--- src/rtl/gbz_pkg.sv ---
// ============================================================================
// gbz_pkg
// Shared sizes, types and the binomial weight table of the 5x5 blur.
// ============================================================================
`default_nettype none

package gbz_pkg;

    // Frame limits
    localparam int MAX_WIDTH   = 1024;
    localparam int MAX_HEIGHT  = 4096;
    localparam int KERNEL_SIZE = 5;

    // Field widths fixed by the register map and the stream payload
    localparam int PIX_W        = 8;
    localparam int CFG_WIDTH_W  = 11;
    localparam int CFG_HEIGHT_W = 13;
    localparam int CFG_W        = (CFG_WIDTH_W > CFG_HEIGHT_W) ? CFG_WIDTH_W : CFG_HEIGHT_W;

    // Derived counter widths
    localparam int COL_W  = $clog2(MAX_WIDTH);
    localparam int WID_W  = $clog2(MAX_WIDTH + 1);
    localparam int HGT_W  = $clog2(MAX_HEIGHT + 1);
    localparam int LEAD_W = $clog2(2 * MAX_WIDTH + 3);

    // Line store word: the four rows above the incoming one
    localparam int LINES  = KERNEL_SIZE - 1;
    localparam int LINE_W = LINES * PIX_W;

    // Each axis of the kernel sums to 16, so 4 bits of growth per axis
    localparam int VSUM_W = PIX_W + 4;
    localparam int HSUM_W = PIX_W + 8;

    // Reset values of the size registers, clamped to the frame limits
    localparam int RST_WIDTH  = (MAX_WIDTH < 1024) ? MAX_WIDTH : 1024;
    localparam int RST_HEIGHT = (MAX_HEIGHT < 1024) ? MAX_HEIGHT : 1024;

    // Register indexes
    typedef enum logic [0:0] {
        CFG_IMAGE_WIDTH  = 1'b0,
        CFG_IMAGE_HEIGHT = 1'b1
    } gbz_cfg_idx_t;

    // Per-item control that rides along the pipeline
    typedef struct packed {
        logic                   res;       // item yields a result
        logic                   last;      // result closes the frame
        logic [KERNEL_SIZE-1:0] col_mask;  // tap l covers column c-2+l inside frame
        logic [KERNEL_SIZE-1:0] row_mask;  // tap k covers row r-2+k inside frame
    } gbz_tag_t;

    // One window column, element KERNEL_SIZE-1 is the newest row
    typedef logic [KERNEL_SIZE-1:0][PIX_W-1:0] gbz_stack_t;

    // Vertical sums of all window columns, indexed by column tap
    typedef logic [KERNEL_SIZE-1:0][VSUM_W-1:0] gbz_vsum_vec_t;

    // Binomial weights 1 4 6 4 1
    function automatic logic [2:0] binom(input int k);
        logic [2:0] w;
        unique case (k)
            0, 4:    w = 3'd1;
            1, 3:    w = 3'd4;
            2:       w = 3'd6;
            default: w = 3'd0;
        endcase
        return w;
    endfunction

endpackage

`default_nettype wire

--- src/rtl/gbz_hsum.sv ---
// ============================================================================
// gbz_hsum
// Horizontal binomial sum over the column sums and the result register.
// ============================================================================
`default_nettype none

module gbz_hsum import gbz_pkg::*; (
    input  wire logic                   clk,
    input  wire logic                   load,
    input  wire gbz_vsum_vec_t          vsum,
    input  wire logic [KERNEL_SIZE-1:0] col_mask,
    output logic [PIX_W-1:0]            filtered
);

    logic [HSUM_W-1:0] acc;
    logic [PIX_W-1:0]  filtered_reg, filtered_next;

    // Columns outside the frame count as zero; divide by 256 by dropping bits
    always_comb
    begin
        acc = '0;
        for (int l = 0; l < KERNEL_SIZE; l++)
        begin
            if (col_mask[l])
                acc = acc + HSUM_W'(vsum[l]) * HSUM_W'(binom(l));
        end
        filtered_next = acc[HSUM_W-1 -: PIX_W];
    end

    always_ff @(posedge clk)
    begin
        if (load)
            filtered_reg <= filtered_next;
    end

    assign filtered = filtered_reg;

endmodule

`default_nettype wire

--- config.mk ---
export PLATFORM = sky130hd
export DESIGN_NAME = gbz_hsum
export DESIGN_NICKNAME = d
export VERILOG_FILES = /design/src/rtl/gbz_pkg.sv /design/src/rtl/gbz_hsum.sv
export SDC_FILE = /design/constraint.sdc
export NUM_CORES = 1
export LEC_CHECK = 0
export BUFFER_PORTS_ARGS = -buffer_cell sky130_fd_sc_hd__buf_2
export CAP_MARGIN = 20
export CORE_ASPECT_RATIO = 0.7
export CORE_MARGIN = 3
export CORE_UTILIZATION = 45
export CTS_BUF_LIST = sky130_fd_sc_hd__clkbuf_8
export DETAILED_ROUTE_END_ITERATION = 8
export MAX_ROUTING_LAYER = met4
export PLACE_DENSITY = 0.67
export SYNTH_ARGS = -nofsm -noshare
export SYNTH_HDL_FRONTEND = slang
export SYNTH_SLANG_ARGS = --single-unit
--- constraint.sdc ---
create_clock -name clk -period 11.2 [get_ports clk]
set_clock_uncertainty 0.05 [all_clocks]
set_input_delay 1.68 -clock clk [delete_from_list [all_inputs] [get_ports clk]]
set_output_delay 1.68 -clock clk [all_outputs]
set_load 0.05 [all_outputs]
After elaboration in Yosys (flattened, before gate mapping):

Cells that the tools add are included.

* bits in registers: 8
* bits in read-only memories: 0
* bits in latches: 0
* word-level logic and storage cells: 20
* memories: 0
* RAM bits: 0
* output and inout port bits: 8

* reduce and logical (&&, ||, !) cells: 0
* divide/modulo/power cells: 0
* $lt $le $gt $ge: 0
* bitwise gates (word level): 0
* eq/ne operators: 0
* multiply operators: 5
* shift operators: 0
* multiplexer cells: 10
* add/sub/neg operators: 4

Operators by type and width (number)
* 12-bit by 3-bit multiplier with 15-bit output: 5
* 16-bit by 15-bit adder with 16-bit output: 4
* 16-bit two-way mux: 4
* 15-bit two-way mux: 1
* 3-bit two-way mux: 5

Logic depth before layout (Yosys ltp):

* depth in word-level cells: 11
* mapped depth: 38
* depth with buffers taken out: 37

Worst setup path after synthesis:

Ideal clock, no wire load.

* kind: input -> register
* start point: input col_mask[0]
* end point: register filtered_reg[6], in the netlist filtered[6], data pin
* arrival: 7.941 ns
* data required time: 10.883 ns
* library setup time: 0.267 ns
* path buffers: 1
* stages on the path: 35
* path slack: 2.943 ns
* cells stage by stage: clkbuf_1 nand2_1 inv_1 ha_1 ha_1 inv_1 fa_1 nor2_1 a21oi_1 fa_1 inv_1 ha_1 o21ai_1 o21bai_1 a21oi_1 xnor2_1 nor2_1 a21oi_1 ha_1 ha_1 or2_1 a21oi_1 a21oi_1 a21oi_1 xnor2_1 nand2_1 o31ai_1 ha_1 ha_1 or3_1 o211a_1 o21a_1 o21ai_1 a211oi_1 xnor2_1

* word-level cells in the longest chain between the ends: 9

Ends and longest elaborated chain
* from (decl): RTL line gbz_hsum.sv:11 `input wire logic [KERNEL_SIZE-1:0] col_mask,`
* 15-bit two-way mux (*): RTL line gbz_hsum.sv:24 `if (col_mask[l])`
* 16-bit by 15-bit adder with 16-bit output: RTL line gbz_hsum.sv:25 `acc = acc + HSUM_W'(vsum[l]) * HSUM_W'(binom(l));`
* 16-bit two-way mux (*): RTL line gbz_hsum.sv:24
* 16-bit by 15-bit adder with 16-bit output: RTL line gbz_hsum.sv:25
* 16-bit two-way mux (*): RTL line gbz_hsum.sv:24
* 16-bit by 15-bit adder with 16-bit output: RTL line gbz_hsum.sv:25
* 16-bit two-way mux (*): RTL line gbz_hsum.sv:24
* 16-bit by 15-bit adder with 16-bit output: RTL line gbz_hsum.sv:25
* 16-bit two-way mux (*): RTL line gbz_hsum.sv:24
* net acc[14]: RTL line gbz_hsum.sv:15 `logic [HSUM_W-1:0] acc;`
* to (signal assigned): RTL line gbz_hsum.sv:33 `filtered_reg <= filtered_next;`
* to (decl): RTL line gbz_hsum.sv:16 `logic [PIX_W-1:0] filtered_reg, filtered_next;`

The timed path passes the listed nets; every way through them passes the cells marked *.
A chain may end at the register's enable or synchronous reset.

Worst setup path in the final report:

Same ends and word-level chain as after synthesis.

==> impl_results.md <==
* FP Rows at 27
* Number of antenna diodes at 0
* H-tree depth at 1
* Maximum number of pins on one net before global-route repair at 19
* Area growth, synth to finish at 13.5%
* Startpoint Class: primary input
* Synth Area per Inst at 7.98 sq um
* Max stage delay cell, worst path: fa_1
* Slew HR at 66.3%
* Hold path endpoint: filtered[6]
* Primary FF master, synth: edfxtp_1
* First-pass GRT wire length at 14100 um
* Die height at 82.0 um
* Worst-path fanout max at 17
* CP required at 11120 ps
* Crit-path most repeated cell: ha_1
* Post-DP HPWL at 7400 um
* Power after layout at 0.000707 W
* Yosys reg bits at 8
* Total of fill cells in the finished design at 771
* Placer Congestion at 0.854
* Root buffer cell: clkbuf_8
* CTS max path bufs at 2
* Grt ovf at 0
* I/O Buffers at 74
* Critical Path AT at 8650 ps
* Overall Global Routing Usage at 18.4%
* DRC at 0
* Mapped Area at 3720 sq um
* Worst Path Buf+Inv at 4
* # hold bufs at CTS at 0
* Final hold vios at 0
* Lkg Pwr at 2.21 nW
* HP Start: load
* Unique masters post-synth at 58
* Yosys top cell area share at 30.3%
* Clk sinks at 8
* First DRT Iteration DRCs at 130
* Routed len/inst at 13.0 um
* Setup TNS at 0 ps
* RSZ-0062 raised after global routing: false
* Yosys warning total at 0
* Largest register FFs at 8
* Post-synthesis cell count at 466
* Drt via density at 5.35
* Worst IR Drop VDD at 0.129 mV
* Post-route ant nets at 0
* Worst min path class: primary input to register
* Chip width at 115 um
* Seq/Total Area, Yosys at 6.46%
* Initial Util at 46.8%
* CTS tree: yes
* Fmax at 114 MHz
* Post-layout minimum cycle time at 8740 ps
* Crit-path max cell delay at 470 ps
* Fin. max-slew vios at 0
* Hold Path Cell Cnt at 1
* Crit path kind: primary input to register
* Clk slew on worst S/H paths at 40 ps
* Final critical-path share of the clock period at 78.0%
* FFs w/ async S/R, synth at 0%
* Maximum capacitance violations at 0
* Boundary Pins at 75
* Total CTS buffers at 3
* Share of cells above drive strength 1 at 19.1%
* Cell taking the most area after synthesis: ha_1
* Slew @ Worst Pin at 501 ps
* Setup violators final at 0
* Mapped Nets at 636
* CP endpoint kind: register
* Initial antenna violation count at 0
* EDFF count, synth at 8
* Vias in the first global route at 3331
* Postcts setup bufs at 0
* Status: finished, final reports clean
* Die area at 9400 sq um
* Top post-synthesis cells by area: ha_1 30%, fa_1 7.0%, edfxtp_1 6.5%
* PwrDens at 168 nW/um^2
* DR pass1 iterations at 4
* Core area at 7940 sq um
* CP delay by family, top: adder cells
* Nets at 705
* Final WL at 8250 um
* Via count at 3390
* CTS resizes at 0
[cell usage after synthesis (all sizes together), types with 9 or more instances]
| library cell | n |
|---|---|
| ha | 90 |
| inv | 61 |
| a21oi | 34 |
| nand2 | 33 |
| nor2 | 31 |
| o21ai | 26 |
| xnor2 | 20 |
| a211oi | 15 |
| fa | 13 |
| nand2b | 12 |
| nor3 | 11 |
| mux2 | 10 |
| a21o | 9 |
[stage by stage]
step	cells	hold slack, ps	instance area [sq um]	utilization [%]	setup slack, ps
after CTS	634	1760	4220	53.1	2390
final	634	1760	4220	53.1	2460
after detailed placement	631	2000	4180	52.6	2200
after floorplan	466	1740	3720	-	2940
after global routing	634	1760	4220	53.1	1830
after global placement	631	1990	4180	52.6	2380
[worst max-delay path by stage]
stage	from	end	slack, ps	cells past startpoint
6_report	col_mask[0]	filtered[6]	2460	35
5_1_grt	col_mask[0]	filtered[6]	1830	35
4_1_cts	col_mask[0]	filtered[6]	2390	35
3_5_place_dp	col_mask[0]	filtered[6]	2200	35
3_3_place_gp	col_mask[0]	filtered[6]	2380	35
2_1_floorplan	col_mask[0]	filtered[6]	2940	35
[logic make-up after synthesis]
| kind of cell | Yosys count | synth area share [%] |
|---|---|---|
| AND/OR/NAND/NOR | 125 | 16.3 |
| flip-flops | 8 | 6.46 |
| adder cells (fa/ha/maj) | 103 | 37.3 |
| buffers and inverters | 71 | 7.17 |
| multiplexers | 12 | 3.67 |
| XOR/XNOR | 25 | 6.09 |
| AO/OA/AOI/OAI | 122 | 23.0 |
[layout by cell type (no fill, tap or decap), drive strengths merged, types with 9 or more instances in the layout]
cell type,instances
buf,74
a21o,9
a211oi,15
ha,90
nor3,11
mux2,10
nand2,33
a21oi,34
nand2b,12
inv,61
o21ai,26
nor2,31
xnor2,20
fa,13
[where the power goes]
group	switching (W)	total (W)	leakage (nW)	internal (W)
Clock	0.0000113	0.0000346	0.0216	0.0000233
Sequential	0.00000261	0.0000586	0.0780	0.0000560
Combinational	0.000348	0.000614	2.11	0.000266
[layer usage]
layer	routed length (um)	GRT usage, %
met5	0	-
met4	33	1.42
met3	341	1.84
met2	3610	30.4
met1	4270	25.5
[layout make-up]
cell class	instances	area (sq um)	share of cell area, %
multi-input combinational	387	3210	76.1
inverter	61	229	5.43
sequential	8	240	5.70
timing repair buffer	74	370	8.78
clock buffer	3	41.3	0.979
tap	101	126	3.00
No activity file was read; power rests on OpenSTA's default activity.
