===== src/rtl/gbz_pkg.sv =====
// ============================================================================
// gbz_pkg
// Shared sizes, types and the binomial weight table of the 5x5 blur.
// ============================================================================
`default_nettype none

package gbz_pkg;

    // Frame limits
    localparam int MAX_WIDTH   = 1024;
    localparam int MAX_HEIGHT  = 4096;
    localparam int KERNEL_SIZE = 5;

    // Field widths fixed by the register map and the stream payload
    localparam int PIX_W        = 8;
    localparam int CFG_WIDTH_W  = 11;
    localparam int CFG_HEIGHT_W = 13;
    localparam int CFG_W        = (CFG_WIDTH_W > CFG_HEIGHT_W) ? CFG_WIDTH_W : CFG_HEIGHT_W;

    // Derived counter widths
    localparam int COL_W  = $clog2(MAX_WIDTH);
    localparam int WID_W  = $clog2(MAX_WIDTH + 1);
    localparam int HGT_W  = $clog2(MAX_HEIGHT + 1);
    localparam int LEAD_W = $clog2(2 * MAX_WIDTH + 3);

    // Line store word: the four rows above the incoming one
    localparam int LINES  = KERNEL_SIZE - 1;
    localparam int LINE_W = LINES * PIX_W;

    // Each axis of the kernel sums to 16, so 4 bits of growth per axis
    localparam int VSUM_W = PIX_W + 4;
    localparam int HSUM_W = PIX_W + 8;

    // Reset values of the size registers, clamped to the frame limits
    localparam int RST_WIDTH  = (MAX_WIDTH < 1024) ? MAX_WIDTH : 1024;
    localparam int RST_HEIGHT = (MAX_HEIGHT < 1024) ? MAX_HEIGHT : 1024;

    // Register indexes
    typedef enum logic [0:0] {
        CFG_IMAGE_WIDTH  = 1'b0,
        CFG_IMAGE_HEIGHT = 1'b1
    } gbz_cfg_idx_t;

    // Per-item control that rides along the pipeline
    typedef struct packed {
        logic                   res;       // item yields a result
        logic                   last;      // result closes the frame
        logic [KERNEL_SIZE-1:0] col_mask;  // tap l covers column c-2+l inside frame
        logic [KERNEL_SIZE-1:0] row_mask;  // tap k covers row r-2+k inside frame
    } gbz_tag_t;

    // One window column, element KERNEL_SIZE-1 is the newest row
    typedef logic [KERNEL_SIZE-1:0][PIX_W-1:0] gbz_stack_t;

    // Vertical sums of all window columns, indexed by column tap
    typedef logic [KERNEL_SIZE-1:0][VSUM_W-1:0] gbz_vsum_vec_t;

    // Binomial weights 1 4 6 4 1
    function automatic logic [2:0] binom(input int k);
        logic [2:0] w;
        unique case (k)
            0, 4:    w = 3'd1;
            1, 3:    w = 3'd4;
            2:       w = 3'd6;
            default: w = 3'd0;
        endcase
        return w;
    endfunction

endpackage

`default_nettype wire


===== src/rtl/gbz_col_cell.sv =====
// ============================================================================
// gbz_col_cell
// One window column: holds a five-row stack, hands it to the next cell on
// each shift and forms the row-masked vertical binomial sum.
// ============================================================================
`default_nettype none

module gbz_col_cell import gbz_pkg::*; (
    input  wire logic                   clk,
    input  wire logic                   shift_en,
    input  wire gbz_stack_t             stack_in,
    input  wire logic                   sum_en,
    input  wire logic [KERNEL_SIZE-1:0] row_mask,
    output gbz_stack_t                  stack_out,
    output logic [VSUM_W-1:0]           vsum
);

    gbz_stack_t        stack_reg;
    logic [VSUM_W-1:0] vsum_reg, vsum_next;

    // Vertical weighted sum, rows outside the frame count as zero
    always_comb
    begin
        vsum_next = '0;
        for (int k = 0; k < KERNEL_SIZE; k++)
        begin
            if (row_mask[k])
                vsum_next = vsum_next + VSUM_W'(stack_reg[k]) * VSUM_W'(binom(k));
        end
    end

    always_ff @(posedge clk)
    begin
        if (shift_en)
            stack_reg <= stack_in;
        if (sum_en)
            vsum_reg <= vsum_next;
    end

    assign stack_out = stack_reg;
    assign vsum      = vsum_reg;

endmodule

`default_nettype wire


===== config.mk =====
export PLATFORM = sky130hd
export DESIGN_NAME = gbz_col_cell
export DESIGN_NICKNAME = d
export VERILOG_FILES = /design/src/rtl/gbz_pkg.sv /design/src/rtl/gbz_col_cell.sv
export SDC_FILE = /design/constraint.sdc
export NUM_CORES = 1
export LEC_CHECK = 0
export BUFFER_PORTS_ARGS = -buffer_cell sky130_fd_sc_hd__buf_2
export CAP_MARGIN = 10
export CORE_MARGIN = 2
export CORE_UTILIZATION = 40
export DETAILED_ROUTE_END_ITERATION = 8
export GPL_TIMING_DRIVEN = 0
export PLACE_DENSITY = 0.68
export SYNTH_ARGS = -nofsm -noshare
export SYNTH_HDL_FRONTEND = slang
export SYNTH_SLANG_ARGS = --single-unit

===== constraint.sdc =====
create_clock -name clk -period 15.3 [get_ports clk]
set_clock_uncertainty 0.2 [all_clocks]
set_input_delay 4.59 -clock clk [delete_from_list [all_inputs] [get_ports clk]]
set_output_delay 4.59 -clock clk [all_outputs]
set_load 0.03 [all_outputs]

# After elaboration in Yosys (flattened, before gate mapping)
# Index checks and enable logic that the tools add are counted.
# totals
reg_bits	52
output_inout_bits	52
wordCells	25
# classes
addsub	4
multipliers	5
n_mux	10
# op_table
op	n
$mul A8 B3 Y11	5
$add A12 B11 Y12	4
$mux W12	4
$mux W3	5
$mux W11	1

# Depth between registers and ports, before layout
# depth
depth_word	11
mapped_depth	29
depth_no_buf	28

# Least setup slack after synthesis
# No wires, ideal clock.
# synth_timing
path_kind	input-to-reg
from	input port row_mask[0]
to	register vsum_reg[11], in the netlist vsum[11], data pin
setup_ns	0.258
arrival_ns	10.248
required_ns	14.842
slack_ns	4.594
stages	28
path_buffers	1
cell_sequence	clkbuf_1 > nand2_1 > inv_1 > ha_1 > ha_1 > fa_1 > a211o_1 > a21oi_1 > mux2i_1 > fa_1 > inv_1 > ha_1 > or3_1 > nand3_1 > o21ai_0 > ha_1 > ha_1 > o21a_1 > o31ai_1 > a21boi_0 > mux2_2 > ha_1 > ha_1 > o21a_1 > o21ai_0 > a21oi_1 > and4bb_1 > xnor2_1
# synth_between
elab_chain_len	9
# synth_rtl
item	line	text
start: declaration	gbz_col_cell.sv:13	input wire logic [KERNEL_SIZE-1:0] row_mask,
$mux W11 (*)	gbz_col_cell.sv:27	if (row_mask[k])
$add A12 B11 Y12	gbz_col_cell.sv:28	vsum_next = vsum_next + VSUM_W'(stack_reg[k]) * VSUM_W'(binom(k));
$mux W12 (*)	gbz_col_cell.sv:27	
$add A12 B11 Y12	gbz_col_cell.sv:28	
$mux W12 (*)	gbz_col_cell.sv:27	
$add A12 B11 Y12	gbz_col_cell.sv:28	
$mux W12 (*)	gbz_col_cell.sv:27	
$add A12 B11 Y12	gbz_col_cell.sv:28	
$mux W12 (*)	gbz_col_cell.sv:27	
net vsum_next[11]	gbz_col_cell.sv:19	logic [VSUM_W-1:0] vsum_reg, vsum_next;
end signal: assignment	gbz_col_cell.sv:37	vsum_reg <= vsum_next;
end: declaration	gbz_col_cell.sv:19	
# The timed path passes the listed nets; every way through them passes the cells marked *.
# A chain may end at the register's enable or synchronous reset.

# Worst setup path after layout
# Ends and elaborated chain as after synthesis.

==> impl_metrics.env <==
export IMPL_status="complete, no violations"
export IMPL_critical_path_endpoint_type="register"
export IMPL_timing_worst_setup_path_type="input port to register"
export IMPL_synth_ff_latch_count=52
export IMPL_p_leak_nw=2.17
export IMPL_first_pass_iters=4
export IMPL_worstPathArrival_ps=10990
export IMPL_timing_final_crit_period_ps=11110
export IMPL_synth_top_area_cell="edfxtp_1"
export IMPL_wire_per_inst_um=13.6
export IMPL_tns_ps=0
export IMPL_routed_wirelength_um=7930
export IMPL_power_switching_share_pct=41.5
export IMPL_dr_wl_met2_um=3920
export IMPL_crit_top_cell="ha_1"
export IMPL_proportion_of_power_drawn_by_combinational_gates_pct=59.7
export IMPL_power_total_uw=679
export IMPL_post_route_cells_drive_above_1_share_pct=28.2
export IMPL_finalSetupViolCount=0
export IMPL_fmax_mhz=90.0
export IMPL_critPathLaunchType="input port"
export IMPL_clock_sinks=52
export IMPL_routed_antenna_nets=0
export IMPL_timing_hold_violations_final=0
export IMPL_holdBufCountCts=0
export IMPL_finalCritPeriodShare_pct=72.6
export IMPL_htree_num_levels=2
export IMPL_syn_nets=464
export IMPL_cts_resized_gates=0
export IMPL_final_nets=568
export IMPL_avgSynthCellArea_um2=11.4
export IMPL_syn_inst=345
export IMPL_cts_root_buffer_cell="clkbuf_8"
export IMPL_syn_area_um2=3950
export IMPL_post_route_drc_count=0
export IMPL_ys_flop_type="edfxtp_1"
export IMPL_ys_seq_area_share_pct=39.6
export IMPL_layout_cells_most_common="buf_2"
export IMPL_ctsLongestPathBuffers=2
export IMPL_pwr_density_cell_nw_per_um2=145
export IMPL_worst_slew_pin_slew_ps=938
export IMPL_grt_remaining_overflow=0
export IMPL_slew_headroom_pct=37.5
export IMPL_io_pin_count=100
export IMPL_max_capacitance_violation_count=0
export IMPL_flow_area_growth_from_synthesis_pct=18.6
export IMPL_vias=2906
export IMPL_final_max_slew_violation_count=0
export IMPL_grt_pass1_wl_um=13200
export IMPL_clk_transition_reported_paths_ps=90
export IMPL_initial_cell_density_of_the_core_pct=40.7
export IMPL_placeableCoreArea_um2=9680
export IMPL_worst_path_largest_cell_delay_ps=470
export IMPL_largest_reg_flops=40
export IMPL_synth_area_top_cells="edfxtp_1, ha_1, fa_1"
export IMPL_tritoncts="built"
export IMPL_first_global_vias=2936
export IMPL_dr_wl_met3_um=297
export IMPL_min_delay_path_class="register to register"
export IMPL_placement_rows=36
export IMPL_fillerInstances=937
export IMPL_power_share_sequential_pct=28.8
export IMPL_cts_post_setup_buffers_inserted=0
export IMPL_synth_edff_count=52
export IMPL_internal_power_uw=397
export IMPL_drtIter0Drc=87
export IMPL_detail_route_wirelength_met1_um=3600
export IMPL_dp_hpwl_um=6530
export IMPL_dieWidth_um=103
export IMPL_p_clk_share_pct=11.5
export IMPL_io_buffer_count=97
export IMPL_worst_path_max_delay_cell="fa_1"
export IMPL_antennaDiodeCount=0
export IMPL_vdd_ir_drop_worst_mv=0.0578
export IMPL_yosysWarnings=0
export IMPL_finalWeightedCongestion=0.813
export IMPL_dr_max_layer_used="met4"
export IMPL_critPathRequiredTime_ps=15180
export IMPL_clkLatencyLatePin_ps=310
export IMPL_async_flop_share_pct=0
export IMPL_synth_cell_types=51
export IMPL_grt_antenna_before_repair=0
export IMPL_crit_path_max_fanout=10
export IMPL_numCtsBuffers=5
export IMPL_netlist_area_leader_share_pct=39.6
export IMPL_die_area_um2=10700
export IMPL_grt_start_max_net_pins=41
export IMPL_utilization_pct=48.3
export IMPL_netSwitchingPower_uw=282
export IMPL_fp_dieH_um=103
export IMPL_layout_common_cells="buf_2, ha_1, edfxtp_1"
export IMPL_globalRouteTotalUtil_pct=15.9
export IMPL_routed_via_density=4.98
export IMPL_rsz0062_at_grt="false"
## per-stage QoR
step | setup WS (ps) | cell area, um^2 | hold slack (ps) | cells
floorplan | 4590 | 3950 | 709 | 345
global placement | 3930 | 4600 | 514 | 575
detailed placement | 3800 | 4600 | 512 | 575
CTS | 4100 | 4680 | 538 | 583
global route | 3670 | 4680 | 563 | 583
finish | 4190 | 4680 | 534 | 583
## final timing paths
kind | from | end | slack, ps | cells after the start
setup / recovery | row_mask[0] | vsum[11]$_DFFE_PP_ | 4190 | 30
hold / removal | stack_out[32]$_DFFE_PP_ | vsum[0]$_DFFE_PP_ | 530 | 2
setup reg to reg | stack_out[3]$_DFFE_PP_ | vsum[11]$_DFFE_PP_ | 8480 | 28
hold reg to reg | stack_out[32]$_DFFE_PP_ | vsum[0]$_DFFE_PP_ | 530 | 2
## final cells by class
class | instances | area (um^2) | area share (%)
multi-input cells | 252 | 2230 | 47.5
flip-flops and latches | 52 | 1560 | 33.4
repair buffers | 97 | 485 | 10.4
well taps | 133 | 166 | 3.55
inverters | 33 | 124 | 2.65
clock buffers | 6 | 72.6 | 1.55
plain buffers | 8 | 35.0 | 0.748
clock inverters | 2 | 11.3 | 0.241
## critical path: cells and delay by family
kind	cells	cell delay, ps
AO/OA/AOI/OAI	10	1520
multiplexers	2	540
adder cells (fa/ha/maj)	9	2900
AND/OR/NAND/NOR	4	780
XOR/XNOR	1	120
buffers and inverters	4	540
## per-layer routing
layer / GRT usage, % / vias to the layer above
li1: - / 1483
met1: 20.2 / 1359
met2: 27.4 / 57
met3: 3.23 / 7
met4: 4.66 / 0
met5: 0 / -
## kinds of logic (layout without fill, tap and decap cells)
family	Yosys count	after routing	synth area share, %
AO/OA/AOI/OAI	82	82	14.2
XOR/XNOR	22	22	4.88
adder cells (fa/ha/maj)	71	71	24.4
buffers and inverters	41	146	4.03
flip-flops	52	52	39.6
multiplexers	16	16	4.50
AND/OR/NAND/NOR	61	61	8.37
## power groups by stage
stage	clock [mW]	combinational [mW]	sequential [mW]
floorplan	0	0.280	0.241
global placement	0	0.389	0.199
detailed placement	0	0.406	0.199
CTS	0.0811	0.408	0.196
global route	0.0867	0.462	0.198
finish	0.0783	0.405	0.196
## Yosys cell counts, drive strengths merged (2+ instances only)
cell type / number
nand3: 4
o21a: 5
nand2b: 3
mux2: 14
mux2i: 2
nor2b: 7
nor3: 6
nand3b: 2
o31ai: 2
a21oi: 17
inv: 33
nor2: 10
edfxtp: 52
a21o: 6
a211oi: 8
or2: 2
fa: 10
and2: 4
ha: 61
xnor2: 16
o22ai: 3
nand2: 13
o21ai: 24
o21bai: 4
and3: 3
xor2: 6
or3: 2
nor3b: 2
clkbuf: 7
No activity file was read; power rests on OpenSTA's default activity.
