`src/rtl/gbz_pkg.sv`:
```
// ============================================================================
// gbz_pkg
// Shared sizes, types and the binomial weight table of the 5x5 blur.
// ============================================================================
`default_nettype none

package gbz_pkg;

    // Frame limits
    localparam int MAX_WIDTH   = 1024;
    localparam int MAX_HEIGHT  = 4096;
    localparam int KERNEL_SIZE = 5;

    // Field widths fixed by the register map and the stream payload
    localparam int PIX_W        = 8;
    localparam int CFG_WIDTH_W  = 11;
    localparam int CFG_HEIGHT_W = 13;
    localparam int CFG_W        = (CFG_WIDTH_W > CFG_HEIGHT_W) ? CFG_WIDTH_W : CFG_HEIGHT_W;

    // Derived counter widths
    localparam int COL_W  = $clog2(MAX_WIDTH);
    localparam int WID_W  = $clog2(MAX_WIDTH + 1);
    localparam int HGT_W  = $clog2(MAX_HEIGHT + 1);
    localparam int LEAD_W = $clog2(2 * MAX_WIDTH + 3);

    // Line store word: the four rows above the incoming one
    localparam int LINES  = KERNEL_SIZE - 1;
    localparam int LINE_W = LINES * PIX_W;

    // Each axis of the kernel sums to 16, so 4 bits of growth per axis
    localparam int VSUM_W = PIX_W + 4;
    localparam int HSUM_W = PIX_W + 8;

    // Reset values of the size registers, clamped to the frame limits
    localparam int RST_WIDTH  = (MAX_WIDTH < 1024) ? MAX_WIDTH : 1024;
    localparam int RST_HEIGHT = (MAX_HEIGHT < 1024) ? MAX_HEIGHT : 1024;

    // Register indexes
    typedef enum logic [0:0] {
        CFG_IMAGE_WIDTH  = 1'b0,
        CFG_IMAGE_HEIGHT = 1'b1
    } gbz_cfg_idx_t;

    // Per-item control that rides along the pipeline
    typedef struct packed {
        logic                   res;       // item yields a result
        logic                   last;      // result closes the frame
        logic [KERNEL_SIZE-1:0] col_mask;  // tap l covers column c-2+l inside frame
        logic [KERNEL_SIZE-1:0] row_mask;  // tap k covers row r-2+k inside frame
    } gbz_tag_t;

    // One window column, element KERNEL_SIZE-1 is the newest row
    typedef logic [KERNEL_SIZE-1:0][PIX_W-1:0] gbz_stack_t;

    // Vertical sums of all window columns, indexed by column tap
    typedef logic [KERNEL_SIZE-1:0][VSUM_W-1:0] gbz_vsum_vec_t;

    // Binomial weights 1 4 6 4 1
    function automatic logic [2:0] binom(input int k);
        logic [2:0] w;
        unique case (k)
            0, 4:    w = 3'd1;
            1, 3:    w = 3'd4;
            2:       w = 3'd6;
            default: w = 3'd0;
        endcase
        return w;
    endfunction

endpackage

`default_nettype wire

```
`src/rtl/gbz_ctrl.sv`:
```
// ============================================================================
// gbz_ctrl
// Size registers, input and output position counters, result scheduling
// and the edge masks of each result.
// ============================================================================
`default_nettype none

module gbz_ctrl import gbz_pkg::*; (
    input  wire logic             clk,
    input  wire logic             rst_n,
    input  wire logic             cfg_wr_en,
    input  wire gbz_cfg_idx_t     cfg_index,
    input  wire logic [CFG_W-1:0] cfg_data,
    input  wire logic             fire,
    input  wire logic             command,
    input  wire logic [PIX_W-1:0] pixel,
    output logic                  active,
    output logic [PIX_W-1:0]      pix_eff,
    output logic [COL_W-1:0]      col_addr,
    output gbz_tag_t              tag
);

    logic [WID_W-1:0]  width_reg,  width_next;
    logic [HGT_W-1:0]  height_reg, height_next;
    logic [COL_W-1:0]  in_col_reg, in_col_next;
    logic [HGT_W-1:0]  in_row_reg, in_row_next;
    logic [LEAD_W-1:0] lead_reg,   lead_next;
    logic [COL_W-1:0]  oc_reg,     oc_next;
    logic [HGT_W-1:0]  orow_reg,   orow_next;

    logic              frame_open;
    logic              col_end;
    logic [LEAD_W-1:0] lag;
    logic              res;
    logic              last;
    logic              oc_end;
    logic [WID_W:0]    oc_w, wd_w;
    logic [HGT_W:0]    or_w, hd_w;
    logic [KERNEL_SIZE-1:0] col_mask, row_mask;

    function automatic logic [WID_W-1:0] clamp_width(input logic [CFG_WIDTH_W-1:0] v);
        logic [WID_W-1:0] r;
        if (v == '0)
            r = WID_W'(1);
        else if (32'(v) > MAX_WIDTH)
            r = WID_W'(MAX_WIDTH);
        else
            r = WID_W'(v);
        return r;
    endfunction

    function automatic logic [HGT_W-1:0] clamp_height(input logic [CFG_HEIGHT_W-1:0] v);
        logic [HGT_W-1:0] r;
        if (v == '0)
            r = HGT_W'(1);
        else if (32'(v) > MAX_HEIGHT)
            r = HGT_W'(MAX_HEIGHT);
        else
            r = HGT_W'(v);
        return r;
    endfunction

    // Item classification and tag
    always_comb
    begin
        frame_open = in_row_reg < height_reg;
        active     = frame_open ? !command : 1'b1;
        pix_eff    = frame_open ? pixel : '0;
        col_addr   = in_col_reg;
        col_end    = (WID_W'(in_col_reg) + WID_W'(1)) >= width_reg;

        // results start once two rows and two pixels are in
        lag = LEAD_W'({width_reg, 1'b0}) + LEAD_W'(2);
        res = lead_reg == lag;

        oc_w = (WID_W + 1)'(oc_reg);
        wd_w = (WID_W + 1)'(width_reg);
        or_w = (HGT_W + 1)'(orow_reg);
        hd_w = (HGT_W + 1)'(height_reg);

        col_mask[0] = oc_reg >= COL_W'(2);
        col_mask[1] = oc_reg != '0;
        col_mask[2] = 1'b1;
        col_mask[3] = (oc_w + (WID_W + 1)'(1)) < wd_w;
        col_mask[4] = (oc_w + (WID_W + 1)'(2)) < wd_w;

        row_mask[0] = or_w >= (HGT_W + 1)'(2);
        row_mask[1] = orow_reg != '0;
        row_mask[2] = 1'b1;
        row_mask[3] = (or_w + (HGT_W + 1)'(1)) < hd_w;
        row_mask[4] = (or_w + (HGT_W + 1)'(2)) < hd_w;

        oc_end = (oc_w + (WID_W + 1)'(1)) == wd_w;
        last   = oc_end && ((or_w + (HGT_W + 1)'(1)) == hd_w);

        tag.res      = res;
        tag.last     = last;
        tag.col_mask = col_mask;
        tag.row_mask = row_mask;
    end

    // Next state of registers and counters
    always_comb
    begin
        width_next  = width_reg;
        height_next = height_reg;
        in_col_next = in_col_reg;
        in_row_next = in_row_reg;
        lead_next   = lead_reg;
        oc_next     = oc_reg;
        orow_next   = orow_reg;

        if (cfg_wr_en)
        begin
            unique case (cfg_index)
                CFG_IMAGE_WIDTH:  width_next  = clamp_width(cfg_data[CFG_WIDTH_W-1:0]);
                CFG_IMAGE_HEIGHT: height_next = clamp_height(cfg_data[CFG_HEIGHT_W-1:0]);
            endcase
            in_col_next = '0;
            in_row_next = '0;
            lead_next   = '0;
            oc_next     = '0;
            orow_next   = '0;
        end
        else if (fire && active)
        begin
            // input position keeps wrapping through the flush rows
            if (col_end)
            begin
                in_col_next = '0;
                if (frame_open)
                    in_row_next = in_row_reg + HGT_W'(1);
            end
            else
            begin
                in_col_next = in_col_reg + COL_W'(1);
            end

            if (!res)
            begin
                lead_next = lead_reg + LEAD_W'(1);
            end
            else if (last)
            begin
                in_col_next = '0;
                in_row_next = '0;
                lead_next   = '0;
                oc_next     = '0;
                orow_next   = '0;
            end
            else if (oc_end)
            begin
                oc_next   = '0;
                orow_next = orow_reg + HGT_W'(1);
            end
            else
            begin
                oc_next = oc_reg + COL_W'(1);
            end
        end
    end

    always_ff @(posedge clk or negedge rst_n)
    begin
        if (!rst_n)
        begin
            width_reg  <= WID_W'(RST_WIDTH);
            height_reg <= HGT_W'(RST_HEIGHT);
            in_col_reg <= '0;
            in_row_reg <= '0;
            lead_reg   <= '0;
            oc_reg     <= '0;
            orow_reg   <= '0;
        end
        else
        begin
            width_reg  <= width_next;
            height_reg <= height_next;
            in_col_reg <= in_col_next;
            in_row_reg <= in_row_next;
            lead_reg   <= lead_next;
            oc_reg     <= oc_next;
            orow_reg   <= orow_next;
        end
    end

endmodule

`default_nettype wire

```
`config.mk`:
```
export PLATFORM = sky130hd
export DESIGN_NAME = gbz_ctrl
export DESIGN_NICKNAME = d
export VERILOG_FILES = /design/src/rtl/gbz_pkg.sv /design/src/rtl/gbz_ctrl.sv
export SDC_FILE = /design/constraint.sdc
export NUM_CORES = 1
export LEC_CHECK = 0
export BUFFER_PORTS_ARGS = -buffer_cell sky130_fd_sc_hd__buf_2
export CORE_ASPECT_RATIO = 0.9
export CORE_MARGIN = 10
export CORE_UTILIZATION = 48
export DETAILED_ROUTE_END_ITERATION = 10
export PLACE_DENSITY = 0.68
export SKIP_CTS_REPAIR_TIMING = 1
export SLEW_MARGIN = 20
export SYNTH_ARGS = -nofsm -noshare
export SYNTH_HDL_FRONTEND = slang
export SYNTH_SLANG_ARGS = --single-unit
```
`constraint.sdc`:
```
create_clock -name clk -period 4.55 [get_ports clk]
set_input_delay 0 -clock clk [delete_from_list [all_inputs] [get_ports clk]]
set_output_delay 0 -clock clk [all_outputs]
set_load 0.03 [all_outputs]
```
Yosys cells after proc, flatten, opt, wreduce, memory -nomap -nowiden --
Cells that the tools add are included.
Storage, ports and cells: bits of input ports 27, register bits after elaboration 82, logic and storage cells 79
Operators by class: muxes and demuxes 31, add/subtract/negate cells 11, reduce and logical (&&, ||, !) cells 15, equal/unequal tests 4, bitwise gates (word level) 1, order comparisons 10
Operators with widths (count):
- two-way mux 13 bit | 13
- two-way mux 10 bit | 10
- two-way mux 12 bit | 4
- < comparator 14 x 13 -> 1 bit | 2
- adder 13 x 1 -> 13 bit, second input constant | 2
- adder 10 x 1 -> 11 bit, second input constant | 2
- two-way mux 11 bit | 2
- adder 10 x 1 -> 10 bit, second input constant | 2
- adder 13 x 1 -> 14 bit, second input constant | 1
- adder 13 x 2 -> 14 bit, second input constant | 1
- equality test 14 x 13 -> 1 bit | 1
- greater-or-equal comparator 13 x 2 -> 1 bit, second input constant | 1
- greater-than comparator 13 bit, second input constant | 1
- logical NOT 13 bit | 1
- < comparator 13 bit | 1
- nonzero test 13 bit | 1
- adder 12 x 1 -> 12 bit, second input constant | 1
- adder 12 x 2 -> 12 bit, second input constant | 1
- equality test 12 bit | 1
- < comparator 12 x 11 -> 1 bit | 1
- adder 10 x 2 -> 11 bit, second input constant | 1
- equality test 11 bit | 1
- greater-or-equal comparator 11 bit | 1
- greater-than comparator 11 bit, second input constant | 1
- 14 further kinds | 19

Longest topological paths before layout --
Gate-level depths: netlist of the first run.
word-level depth 7, mapped depth 17, depth with buffers taken out 14

Worst setup path before layout of the first run --
OpenSTA, ideal clock, no wires.
kind reg2reg, start point register in_col_reg[0] (netlist: col_addr[0]), end point register in_row_reg[12], arrival 3.372 ns, path slack 1.050 ns, cell stages (with the launch flop) 13, path buffers 1, library setup time 0.128 ns, cells stage by stage dfrtp_1 > ha_1 > nand3_1 > nor2_1 > nand3_1 > xnor2_1 > ha_1 > nand3_1 > o41ai_1 > clkbuf_1 > nand4_1 > a31oi_1 > o31ai_1
On the way: word-level cells in the longest chain between the ends 7
RTL lines:
- start, declared | RTL line gbz_ctrl.sv:25 | logic [COL_W-1:0] in_col_reg, in_col_next;
- start signal, assigned | RTL line gbz_ctrl.sv:179 | in_col_reg <= in_col_next;
- adder 10 x 1 -> 11 bit (*) | RTL line gbz_ctrl.sv:70 | col_end = (WID_W'(in_col_reg) + WID_W'(1)) >= width_reg;
- greater-or-equal comparator 11 bit (*) | RTL line gbz_ctrl.sv:70
- two-way mux 13 bit (*) | RTL line gbz_ctrl.sv:128 | if (col_end)
- two-way mux 13 bit | RTL line gbz_ctrl.sv:143 | else if (last)
- two-way mux 13 bit (*) | RTL line gbz_ctrl.sv:139 | if (!res)
- two-way mux 13 bit (*) | RTL line gbz_ctrl.sv:125 | else if (fire && active)
- two-way mux 13 bit (*) | RTL line gbz_ctrl.sv:113 | if (cfg_wr_en)
- end signal, assigned | RTL line gbz_ctrl.sv:180 | in_row_reg <= in_row_next;
- end, declared | RTL line gbz_ctrl.sv:26 | logic [HGT_W-1:0] in_row_reg, in_row_next;
Mark *: on every way between the ends. The rest lies on a longest branch, timed or not. The select of a mux whose other input is x is not followed. A chain may end at the register's enable or synchronous reset.

Worst setup path after layout of the first run --
start point register oc_reg[4], end point register orow_reg[10]
On the way: word-level cells in the longest chain between the ends 7, elaborated cells between the ends (all ways) 9
RTL lines:
- start, declared | RTL line gbz_ctrl.sv:28 | logic [COL_W-1:0] oc_reg, oc_next;
- start signal, assigned | RTL line gbz_ctrl.sv:182 | oc_reg <= oc_next;
- adder 10 x 1 -> 11 bit (*) | RTL line gbz_ctrl.sv:93 | oc_end = (oc_w + (WID_W + 1)'(1)) == wd_w;
- equality test 11 bit (*) | RTL line gbz_ctrl.sv:93
- logical AND 1 bit | RTL line gbz_ctrl.sv:94 | last = oc_end && ((or_w + (HGT_W + 1)'(1)) == hd_w);
- two-way mux 13 bit | RTL line gbz_ctrl.sv:143
- two-way mux 13 bit | RTL line gbz_ctrl.sv:139
- two-way mux 13 bit | RTL line gbz_ctrl.sv:125
- two-way mux 13 bit | RTL line gbz_ctrl.sv:113
- end signal, assigned | RTL line gbz_ctrl.sv:183 | orow_reg <= orow_next;
- end, declared | RTL line gbz_ctrl.sv:29 | logic [HGT_W-1:0] orow_reg, orow_next;
Marked as above.

==> results of run 1 <==
## cells by family after synthesis
group / after synthesis / synth area share (%)
AOI/OAI and AO/OA: 186 / 19.34
xor gates and xnor gates: 55 / 6.971
adders and majority gates: 85 / 15.39
buffers and inverters: 92 / 5.504
DFF: 82 / 29.73
muxes: 18 / 2.680
other: 1 / 0.05427
and+or+nand+nor: 272 / 20.33
## worst reg2reg max path: cells and delay by family, from the launching register on
family | cells | cell delay [ps]
AO/OA/AOI/OAI | 1 | 380
XOR/XNOR | 1 | 180
adder cells (fa/ha/maj) | 1 | 310
flip-flops | 1 | 500
AND/OR/NAND/NOR | 8 | 2200
## Yosys cell counts (all sizes together) (4+ instances only)
cell	instances	area, µm²
ha	85	1064
dfrtp	80	2002
nand2	63	241.5
inv	49	183.9
o21ai	46	230.2
nor2	44	165.2
nand3	42	215.2
xnor2	34	297.8
a22o	31	271.5
a21oi	29	145.1
nand4	27	168.9
clkbuf	26	97.59
and3	22	142.6
xor2	21	183.9
buf	17	98.84
nor3	15	75.07
mux2i	14	140.1
nand2b	14	87.58
a31oi	11	83.83
nor2b	11	68.82
o31ai	11	82.58
o41ai	10	102.6
a21o	9	67.56
nor4	9	56.30
and2	5	31.28
a211oi	4	30.03
a22oi	4	30.03
and4	4	35.03
mux2	4	45.04
o21a	4	30.03
o22ai	4	31.28
or3	4	25.02
## routing by layer
| metal | share of wire (%) | global-route usage (%) |
|---|---|---|
| met5 | 0 | 0 |
| met4 | 2.6 | 6.722 |
| met2 | 47 | 31.87 |
| met1 | 45 | 24.75 |
| met3 | 4.8 | 3.867 |
## final cells by class
class | count | area (µm²)
clock buffers | 9 | 225.2
clock inverters | 7 | 83.83
fillers | 1300 | 6311
inverters | 49 | 183.9
multi-input cells | 618 | 4487
flip-flops and latches | 82 | 2054
well taps | 193 | 241.5
repair buffers | 75 | 469.2
## power breakdown
group / leakage, nW / internal [W] / switching, W / total (W)
Sequential: 1.11 / 0.000801 / 0.000124 / 0.000925
Clock: 0.149 / 0.000435 / 0.000341 / 0.000776
Combinational: 2.37 / 0.000402 / 0.000658 / 0.00106
## metrics by stage
stage          util [%]  hold WS (ps)  setup WS [ps]
2_1_floorplan         -        -295.6           1050
3_3_place_gp      51.81        -219.1          909.6
3_5_place_dp      51.81        -218.0          835.8
4_1_cts           54.01        -604.9          822.9
5_1_grt           55.10         228.5          451.0
6_report          55.10         194.7          854.5
## worst min path at each step
stage               endpoint  slack, ps  startpoint  cells past startpoint
2_1_floorplan    col_addr[0]       -300       rst_n                      0
3_3_place_gp    width_reg[2]       -220       rst_n                      1
3_5_place_dp    width_reg[2]       -220       rst_n                      1
4_1_cts         width_reg[2]       -600       rst_n                      1
5_1_grt        in_row_reg[2]        230   cfg_wr_en                      4
6_report         col_addr[0]        190     command                      5
## cell usage in the layout, fill, tap and decap left out, types with 29 or more instances in the layout
cell type | Yosys | routed
sky130_fd_sc_hd__o21ai_0 | 46 | 46
sky130_fd_sc_hd__nand2_1 | 61 | 61
sky130_fd_sc_hd__nor2_1 | 44 | 44
sky130_fd_sc_hd__a21oi_1 | 29 | 29
sky130_fd_sc_hd__xnor2_1 | 34 | 34
sky130_fd_sc_hd__buf_2 | 10 | 54
sky130_fd_sc_hd__a22o_1 | 31 | 31
sky130_fd_sc_hd__inv_1 | 49 | 49
sky130_fd_sc_hd__nand3_1 | 41 | 41
sky130_fd_sc_hd__ha_1 | 85 | 85
sky130_fd_sc_hd__dfrtp_1 | 80 | 80
==> results.sh, run 1 <==
export IMPL_maxSlewViolCount=0
export IMPL_ant_nets=0
export IMPL_r2r_start="oc_reg[4]"
export IMPL_hold_viol_final=0
export IMPL_synth_enable_flop_cells=0
export IMPL_irDropWorstVdd_mv=0.2034
export IMPL_setup_tns_ps=0
export IMPL_run_status="complete, no violations"
export IMPL_placement_rows=41
export IMPL_timing_final_crit_period_ps=3695
export IMPL_n_antenna_cell=0
export IMPL_startpoint_type="flop"
export IMPL_crit_chain="and3_1 -> and3_1 -> nand4_1 -> xnor2_1 -> ha_1 -> nand4_1 -> nor3_1 -> nor2_1 -> nor2_1 -> nand2_2 -> o41ai_1"
export IMPL_design_area_um2=7745
export IMPL_tritoncts_num_buffers=9
export IMPL_power_density_nw_per_um2=356.5
export IMPL_place_gp_congestion=0.8913
export IMPL_syn_inst=791
export IMPL_drt_initial_drc_count=459
export IMPL_cts_max_level=3
export IMPL_worst_skew_pair_late_latency_ps=360
export IMPL_dominantRegCellSynth="sky130_fd_sc_hd__dfrtp_1"
export IMPL_rsz_0062_raised_after_global_routing="no"
export IMPL_grt_first_pass_wirelength_mm=31.31
export IMPL_r2r_worst_path_cells=11
export IMPL_overflow=0
export IMPL_max_cap_violations=0
export IMPL_end_of_the_worst_register_to_register_path="orow_reg[10]"
export IMPL_hpwlAfterDp_mm=14.50
export IMPL_cts_reportedPaths_clkPinSlew_ps=70
export IMPL_clock_skew_final_ps=8.596
export IMPL_final_layout_size_suffix_gt1_share_pct=11.55
export IMPL_power_total_w=0.002761
export IMPL_placed_cell_area_um2=7282
export IMPL_synth_seq_cells=82
export IMPL_routed_wire_length_per_instance_um=18.88
export IMPL_worst_max_slew_margin_expressed_relative_to_the_limit_pct=28.54
export IMPL_critical_path_peak_fanout=12
export IMPL_mappedNetlistArea_um2=6910
export IMPL_setup_worst_path_start="oc_reg[4]"
export IMPL_drc=0
export IMPL_p_leak_nw=3.628
export IMPL_io_pins=58
export IMPL_fin_crit_sh_pct=81.22
export IMPL_critical_path_slowest_cell="sky130_fd_sc_hd__dfrtp_1"
export IMPL_endpoint="orow_reg[10]"
export IMPL_die_area_um2=19600
export IMPL_worst_slew_pin_transition_ps=1068
export IMPL_hold_path_class="in2reg"
export IMPL_yosysWarningCount=0
export IMPL_grt_util_all_layers_pct=19.34
export IMPL_start_util_pct=49.16
export IMPL_placedCellCount=1002
export IMPL_cpLargestDelayFamily="simple AND/OR/NAND/NOR gates"
export IMPL_iteration_count_of_the_initial_detailed_routing_pass=7
export IMPL_portion_of_the_post_synthesis_area_used_by_sequential_elements_pct=29.73
export IMPL_fin_nets=947
export IMPL_cts_tree="built"
export IMPL_finalSetupViolations=0
export IMPL_placement_io_buffers=55
export IMPL_ctsLongestPathBuffers=2
export IMPL_required_time_of_the_critical_path_ps=4790
export IMPL_worstSetupEndpointType="flop"
export IMPL_worstSetupPathDepth=11
export IMPL_cts_sink_cnt=82
export IMPL_timing_critical_path_slowest_cell_delay_ps=500
export IMPL_root_buffer="sky130_fd_sc_hd__clkbuf_16"
export IMPL_post_synth_num_cell_types=66
export IMPL_via_count_of_the_first_global_routing_pass=6130
export IMPL_post_layout_nonfiller_instances=1033
export IMPL_synth_async_sr_flop_share_pct=100.0
export IMPL_cp_arrival_ps=3940
export IMPL_syn_to_final_growth_pct=12.08
export IMPL_grt_max_degree=82
export IMPL_wl_mm=19.50
export IMPL_synth_area_per_cell_um2=8.736
export IMPL_grt_antenna_before_repair=0
export IMPL_crit_buf_inv=0
export IMPL_post_drt_via_cell_ratio=5.967
export IMPL_die_w_um=146.5
export IMPL_floorplan_die_height_um=133.8
export IMPL_setup_worst_path_class="reg2reg"
export IMPL_vias=6164
export IMPL_core_um2=14060
export IMPL_max_freq_mhz=270.6
export IMPL_rrSetupSlack_ps=850
Note: power is estimated with default switching activity, not from simulation.
==> run 2: changes to the inputs <==
- ABC_AREA: default -> 1
- clock period: 4.55 -> 3.8 ns (I/O delays scaled with it)
==> run 2 against run 1 <==
  * Utilization down 0.14 points
  * Largest power group is now registers
  * Non-clock buffer count up 2
  * Register-to-register slack worse by 350 ps
  * Global-route usage down 0.36 points
  * Area after synthesis up 11%
  * Highest routed layer unchanged
  * Critical endpoint is now orow_reg[5]
  * Combinational power down 16%
  * The run now ends with negative hold slack left
  * Critical path depth up 8
==> results.sh, run 2 <==
export IMPL_post_synth_and_or_nand_nor_area_fraction_pct=33.50
export IMPL_cts_max_level=3
export IMPL_hold_viol_final=4
export IMPL_worst_skew_pair_late_latency_ps=360
export IMPL_floorplan_die_height_um=140.0
export IMPL_core_um2=15550
export IMPL_finalSetupViolations=0
export IMPL_grt_max_degree=49
export IMPL_internal_power_w=0.001781
export IMPL_syn_inst=1152
export IMPL_crit_chain="ha_1 -> nand2_1 -> inv_1 -> nand2_1 -> nor2_1 -> xor2_1 -> nand2_1 -> o21ai_0 -> inv_1 -> ha_1 -> nand2_1 -> nor2_1 -> nand2_1 -> nor2_1 -> nor2_1 -> inv_1 -> buf_4 -> nand4_1 -> nand2_1"
export IMPL_setup_worst_path_class="reg2reg"
export IMPL_timing_critical_path_slowest_cell_delay_ps=570
export IMPL_ant_nets=0
export IMPL_die_w_um=153.3
export IMPL_maxSlewViolCount=0
export IMPL_drc=0
export IMPL_cts_tree="built"
export IMPL_final_layout_size_suffix_gt1_share_pct=8.678
export IMPL_setup_slack_ps=503.1
export IMPL_timing_final_crit_period_ps=3297
export IMPL_synth_xor_xnor_area_share_pct=6.387
export IMPL_rsz_0062_raised_after_global_routing="no"
export IMPL_cts_sink_cnt=82
export IMPL_fin_nets=1317
export IMPL_synth_seq_cells=82
export IMPL_n_antenna_cell=0
export IMPL_mostFrequentLayoutCell="sky130_fd_sc_hd__nand2_1"
export IMPL_critical_path_slowest_cell="sky130_fd_sc_hd__nor2_1"
export IMPL_synth_top_area_share_pct=26.07
export IMPL_hpwlAfterDp_mm=15.82
export IMPL_syn_to_final_growth_pct=11.29
export IMPL_required_time_of_the_critical_path_ps=4050
export IMPL_critical_path_peak_fanout=13
export IMPL_crit_top_cell="sky130_fd_sc_hd__nand2_1"
export IMPL_drt_initial_drc_count=569
export IMPL_max_freq_mhz=303.3
export IMPL_worst_max_slew_margin_expressed_relative_to_the_limit_pct=50.79
export IMPL_pre_cts_ws_ps=517.7
export IMPL_synth_fa_ha_area_share_pct=13.85
export IMPL_power_density_nw_per_um2=331.3
export IMPL_power_share_sequential_pct=35.7
export IMPL_post_drt_via_cell_ratio=5.142
export IMPL_start_util_pct=49.38
export IMPL_synth_top_area_cell="sky130_fd_sc_hd__dfrtp_1"
export IMPL_die_area_um2=21460
export IMPL_hold_path_startpoint="cfg_data[12]"
export IMPL_worst_slew_pin_transition_ps=735.5
export IMPL_max_cap_violations=0
export IMPL_r2r_start="oc_reg[1]"
export IMPL_run_status="finished with violations"
export IMPL_hold_path_class="in2reg"
export IMPL_synth_area_per_cell_um2=6.665
export IMPL_via_count_of_the_first_global_routing_pass=6755
export IMPL_cp_arrival_ps=3550
export IMPL_post_synth_main_area_contributors="sky130_fd_sc_hd__dfrtp_1 (26%), sky130_fd_sc_hd__nand2_1 (16%), sky130_fd_sc_hd__ha_1 (14%), sky130_fd_sc_hd__inv_1 (8.5%), sky130_fd_sc_hd__xor2_1 (5.9%)"
export IMPL_crit_buf_inv=4
export IMPL_mappedNetlistArea_um2=7679
export IMPL_hold_slack_ps=-36.78
export IMPL_placement_io_buffers=55
export IMPL_io_pins=58
export IMPL_grt_antenna_before_repair=0
export IMPL_synth_enable_flop_cells=0
export IMPL_setup_worst_path_start="oc_reg[1]"
export IMPL_final_cell_mix="sky130_fd_sc_hd__nand2_1 (322), sky130_fd_sc_hd__inv_1 (173), sky130_fd_sc_hd__nor2_1 (117), sky130_fd_sc_hd__ha_1 (85), sky130_fd_sc_hd__dfrtp_1 (80)"
export IMPL_placement_rows=43
export IMPL_root_buffer="sky130_fd_sc_hd__clkbuf_16"
export IMPL_synth_async_sr_flop_share_pct=100.0
export IMPL_swShare_pct=37.08
export IMPL_portion_of_the_post_synthesis_area_used_by_sequential_elements_pct=26.76
export IMPL_tritoncts_num_buffers=9
export IMPL_yosysWarningCount=0
export IMPL_leading_post_synthesis_cells_by_instance_count="sky130_fd_sc_hd__nand2_1 (322), sky130_fd_sc_hd__inv_1 (173), sky130_fd_sc_hd__nor2_1 (117)"
export IMPL_irDropWorstVdd_mv=0.2722
export IMPL_violations="negative hold slack"
export IMPL_power_share_combinational_pct=31.5
export IMPL_dominantRegCellSynth="sky130_fd_sc_hd__dfrtp_1"
export IMPL_place_gp_congestion=0.8862
export IMPL_clock_network_fraction_of_design_power_pct=32.9
export IMPL_iteration_count_of_the_initial_detailed_routing_pass=5
export IMPL_wl_mm=20.39
export IMPL_cts_reportedPaths_clkPinSlew_ps=70
export IMPL_rrSetupSlack_ps=500
export IMPL_largest_family_of_logic_cells_by_synthesized_area="simple AND/OR/NAND/NOR gates"
export IMPL_cpLargestDelayFamily="simple AND/OR/NAND/NOR gates"
export IMPL_ctsLongestPathBuffers=2
export IMPL_routed_wire_length_per_instance_um=14.44
export IMPL_clock_skew_final_ps=6.516
export IMPL_fin_crit_sh_pct=86.76
export IMPL_grt_first_pass_wirelength_mm=34.04
export IMPL_p_leak_nw=4.685
export IMPL_startpoint_type="flop"
export IMPL_overflow=0
export IMPL_switchingPower_w=0.001050
export IMPL_yosys_mux_area_fraction_pct=0
export IMPL_grt_util_all_layers_pct=18.99
export IMPL_most_frequently_used_cell_type_in_the_post_synthesis_netlist="sky130_fd_sc_hd__nand2_1"
export IMPL_setup_tns_ps=0
export IMPL_worstSetupEndpointType="flop"
export IMPL_post_synth_num_cell_types=41
export IMPL_synth_compound_area_share_pct=8.424
export IMPL_vias=7261
## run 2: worst paths after layout
check	to	cells past startpoint
hold / removal	height_reg[12]	3
max in group asynchronous	height_reg[10]	3
min in group asynchronous	oc_reg[7]	2
hold reg to reg	col_addr[9]	2
setup / recovery	orow_reg[5]	19
setup reg to reg	orow_reg[5]	19
## run 2: tightest hold or removal path, delay by kind of cell
| kind | cells | cell delay (ps) |
|---|---|---|
| buffers and inverters | 1 | 120 |
| AO/OA/AOI/OAI | 1 | 100 |
| AND/OR/NAND/NOR | 1 | 60 |
## run 2: kinds of logic after synthesis
logic type | Yosys count
other | 1
adder cells (fa/ha/maj) | 85
AO/OA/AOI/OAI | 116
XOR/XNOR | 56
AND/OR/NAND/NOR | 599
buffers and inverters | 213
flip-flops | 82
## run 2: area by class of cell
class                      count  area (µm²)
fill                        1515        7003
multi-input combinational    858        4797
sequential                    82        2054
inverter                     177       664.4
timing repair buffer          77       470.5
clock buffer                  12       256.5
tap                          202       252.7
clock inverter                 4       50.05
## run 2: power groups by stage
stage / combinational (W) / clock [W] / sequential (W)
3_5_place_dp: 0.000875 / 0 / 0.00102
4_1_cts: 0.000883 / 0.000940 / 0.00101
6_report: 0.000890 / 0.000931 / 0.00101
3_3_place_gp: 0.000864 / 0 / 0.00102
2_1_floorplan: 0.000641 / 0 / 0.00101
5_1_grt: 0.00102 / 0.000975 / 0.00102
## run 2: metal layers
layer	GRT usage (%)	share of wire [%]
met2	29.48	44
met4	4.514	1.1
met1	26.38	49
met3	3.826	5.7
met5	0	0
## run 2: per-stage QoR
| stage | total power [W] | hold WS, ps | area [µm²] | cells | utilization, % |
|---|---|---|---|---|---|
| floorplan | 0.001647 | -295.6 | 7682 | 1153 | - |
| global placement | 0.001887 | 65.94 | 8113 | 1385 | 52.18 |
| global route | 0.003015 | 7.233 | 8546 | 1412 | 54.96 |
| CTS | 0.002831 | -309.6 | 8419 | 1401 | 54.15 |
| detailed placement | 0.001899 | 68.20 | 8113 | 1385 | 52.18 |
| finish | 0.002831 | -36.78 | 8546 | 1412 | 54.96 |
==> run 3: changes to the inputs <==
--- a/config.mk
+++ b/config.mk
@@ -8,5 +8,5 @@
 export ABC_AREA = 1
 export BUFFER_PORTS_ARGS = -buffer_cell sky130_fd_sc_hd__buf_2
-export CORE_ASPECT_RATIO = 0.9
+export CORE_ASPECT_RATIO = 1.1
 export CORE_MARGIN = 10
 export CORE_UTILIZATION = 48
==> constraint.sdc (replaced) <==
create_clock -name clk -period 3.8 [get_ports clk]
set_input_delay 0 -clock clk [delete_from_list [all_inputs] [get_ports clk]]
set_output_delay 0 -clock clk [all_outputs]
set_load 0.05 [all_outputs]
==> run 3 against run 2 <==
  * The run still ends with negative hold slack left
  * Sequential power barely moved
  * First-iteration DRC count fell by 6.0%
  * Critical path depth rose by 1
  * Register-to-register slack improved by 30 ps
  * Worst hold slack improved by 24 ps
  * Largest cell class unchanged
  * Highest routed layer unchanged
==> results.sh, run 3 (same netlist as run 2, synthesis figures left out) <==
export IMPL_run_status="finished with violations"
export IMPL_violations="negative hold slack"
export IMPL_critical_path_slowest_cell="sky130_fd_sc_hd__dfrtp_1"
export IMPL_tritoncts_num_buffers=9
export IMPL_crit_top_cell="sky130_fd_sc_hd__nand2_1"
export IMPL_drt_initial_drc_count=535
export IMPL_clock_skew_final_ps=11.71
export IMPL_timing_final_crit_period_ps=3267
export IMPL_syn_to_final_growth_pct=10.61
export IMPL_via_count_of_the_first_global_routing_pass=6954
export IMPL_ctsLongestPathBuffers=2
export IMPL_floorplan_die_height_um=152.7
export IMPL_clock_network_fraction_of_design_power_pct=30.7
export IMPL_cp_arrival_ps=3530
export IMPL_power_share_combinational_pct=33.9
export IMPL_wl_mm=20.75
export IMPL_post_layout_nonfiller_instances=1408
export IMPL_worst_skew_pair_late_latency_ps=350
export IMPL_cts_tree="built"
export IMPL_setup_tns_ps=0
export IMPL_final_layout_size_suffix_gt1_share_pct=8.692
export IMPL_cts_max_level=3
export IMPL_grt_util_all_layers_pct=19.28
export IMPL_mostFrequentLayoutCell="sky130_fd_sc_hd__nand2_1"
export IMPL_hold_slack_ps=-12.51
export IMPL_power_share_sequential_pct=35.4
export IMPL_core_um2=15680
export IMPL_timing_critical_path_slowest_cell_delay_ps=450
export IMPL_worst_slew_pin_transition_ps=796.1
export IMPL_placedCellCount=1384
export IMPL_grt_max_degree=83
export IMPL_setup_worst_path_start="oc_reg[1]"
export IMPL_worstSetupEndpointType="flop"
export IMPL_startpoint_type="flop"
export IMPL_rsz_0062_raised_after_global_routing="no"
export IMPL_crit_chain="ha_1 -> nand2_1 -> inv_1 -> nand2_1 -> nor2_1 -> xor2_1 -> nand2_1 -> o21ai_0 -> inv_1 -> ha_1 -> nand2_1 -> nor2_1 -> nand2_1 -> nor2_1 -> nand3_1 -> nand2_1 -> clkinv_1 -> nand4_1 -> nand2_2 -> o21ai_0"
export IMPL_hpwlAfterDp_mm=15.96
export IMPL_drc=0
export IMPL_fin_nets=1315
export IMPL_placement_rows=48
export IMPL_r2r_start="oc_reg[1]"
export IMPL_internal_power_w=0.001719
export IMPL_max_cap_violations=0
export IMPL_iteration_count_of_the_initial_detailed_routing_pass=5
export IMPL_n_antenna_cell=0
export IMPL_hold_path_startpoint="cfg_data[9]"
export IMPL_grt_antenna_before_repair=0
export IMPL_required_time_of_the_critical_path_ps=4060
export IMPL_irDropWorstVdd_mv=0.2471
export IMPL_place_gp_congestion=0.9466
export IMPL_filler_cell_count=1573
export IMPL_swShare_pct=39.39
export IMPL_io_pins=58
export IMPL_start_util_pct=48.99
export IMPL_finalSetupViolations=0
export IMPL_final_cell_mix="sky130_fd_sc_hd__nand2_1 (322), sky130_fd_sc_hd__inv_1 (173), sky130_fd_sc_hd__nor2_1 (117), sky130_fd_sc_hd__ha_1 (85), sky130_fd_sc_hd__dfrtp_1 (80)"
export IMPL_routed_wire_length_per_instance_um=14.74
export IMPL_maxSlewViolCount=0
export IMPL_setup_worst_path_class="reg2reg"
export IMPL_critical_path_peak_fanout=24
export IMPL_cts_sink_cnt=82
export IMPL_placement_io_buffers=55
export IMPL_fin_crit_sh_pct=85.96
export IMPL_cts_reportedPaths_clkPinSlew_ps=70
export IMPL_vias=7329
export IMPL_overflow=0
export IMPL_p_leak_nw=4.675
export IMPL_hold_path_class="in2reg"
export IMPL_hold_viol_final=3
export IMPL_post_drt_via_cell_ratio=5.205
export IMPL_max_freq_mhz=306.1
export IMPL_worst_max_slew_margin_expressed_relative_to_the_limit_pct=46.93
export IMPL_switchingPower_w=0.001118
export IMPL_grt_first_pass_wirelength_mm=34.66
export IMPL_die_area_um2=21460
export IMPL_root_buffer="sky130_fd_sc_hd__clkbuf_16"
export IMPL_die_w_um=140.6
export IMPL_ant_nets=0
export IMPL_power_density_nw_per_um2=334.0
## run 3: through the flow
step | hold WS [ps] | power, W | worst slack (ps) | util, % | instance area [µm²]
finish | -12.51 | 0.002837 | 533.5 | 54.18 | 8493
global route | 2.161 | 0.003028 | 66.52 | 54.18 | 8493
CTS | -101.9 | 0.002845 | 548.2 | 53.65 | 8409
detailed placement | 273.4 | 0.001967 | 578.1 | 51.79 | 8118
global placement | 259.7 | 0.001953 | 637.1 | 51.79 | 8118
floorplan | -295.6 | 0.001706 | 483.9 | - | 7682
## run 3: final cells by class
cell class / instances / area [µm²] / area share (%)
well taps: 200 / 250.2 / 2.946
multi-input cells: 858 / 4781 / 56.29
clock inverters: 5 / 38.79 / 0.4567
clock buffers: 11 / 252.7 / 2.976
flip-flops and latches: 82 / 2054 / 24.19
repair buffers: 75 / 451.7 / 5.318
inverters: 177 / 664.4 / 7.823
## run 3: final timing paths
path,endpoint,slack (ps),cells after the start
max in group asynchronous,height_reg[4],2990,2
min in group asynchronous,lead_reg[7],230,2
min,width_reg[9],-10,3
max reg2reg,lead_reg[8],530,20
max,lead_reg[8],530,20
min reg2reg,col_addr[9],530,2
## run 3: power by group through the flow
stage | sequential [W] | clock (W) | combinational, W
6_report | 0.00100 | 0.000871 | 0.000961
5_1_grt | 0.00101 | 0.000928 | 0.00109
4_1_cts | 0.00100 | 0.000887 | 0.000956
3_5_place_dp | 0.00102 | 0 | 0.000949
3_3_place_gp | 0.00102 | 0 | 0.000936
2_1_floorplan | 0.00101 | 0 | 0.000698
## run 3: critical path, delay by kind of cell, from the launching register on
family,cells,cell delay (ps)
AO/OA/AOI/OAI,2,360
adder cells (fa/ha/maj),2,540
buffers and inverters,3,250
XOR/XNOR,1,190
flip-flops,1,450
AND/OR/NAND/NOR,12,1380
## run 3: layer usage
metal | global-route usage, % | up-vias | routed length (µm)
li1 | - | 3799 | -
met2 | 31.18 | 211 | 9511
met3 | 3.273 | 24 | 1180
met4 | 5.512 | 0 | 385
met5 | 0 | - | 0
met1 | 25.64 | 3295 | 9674
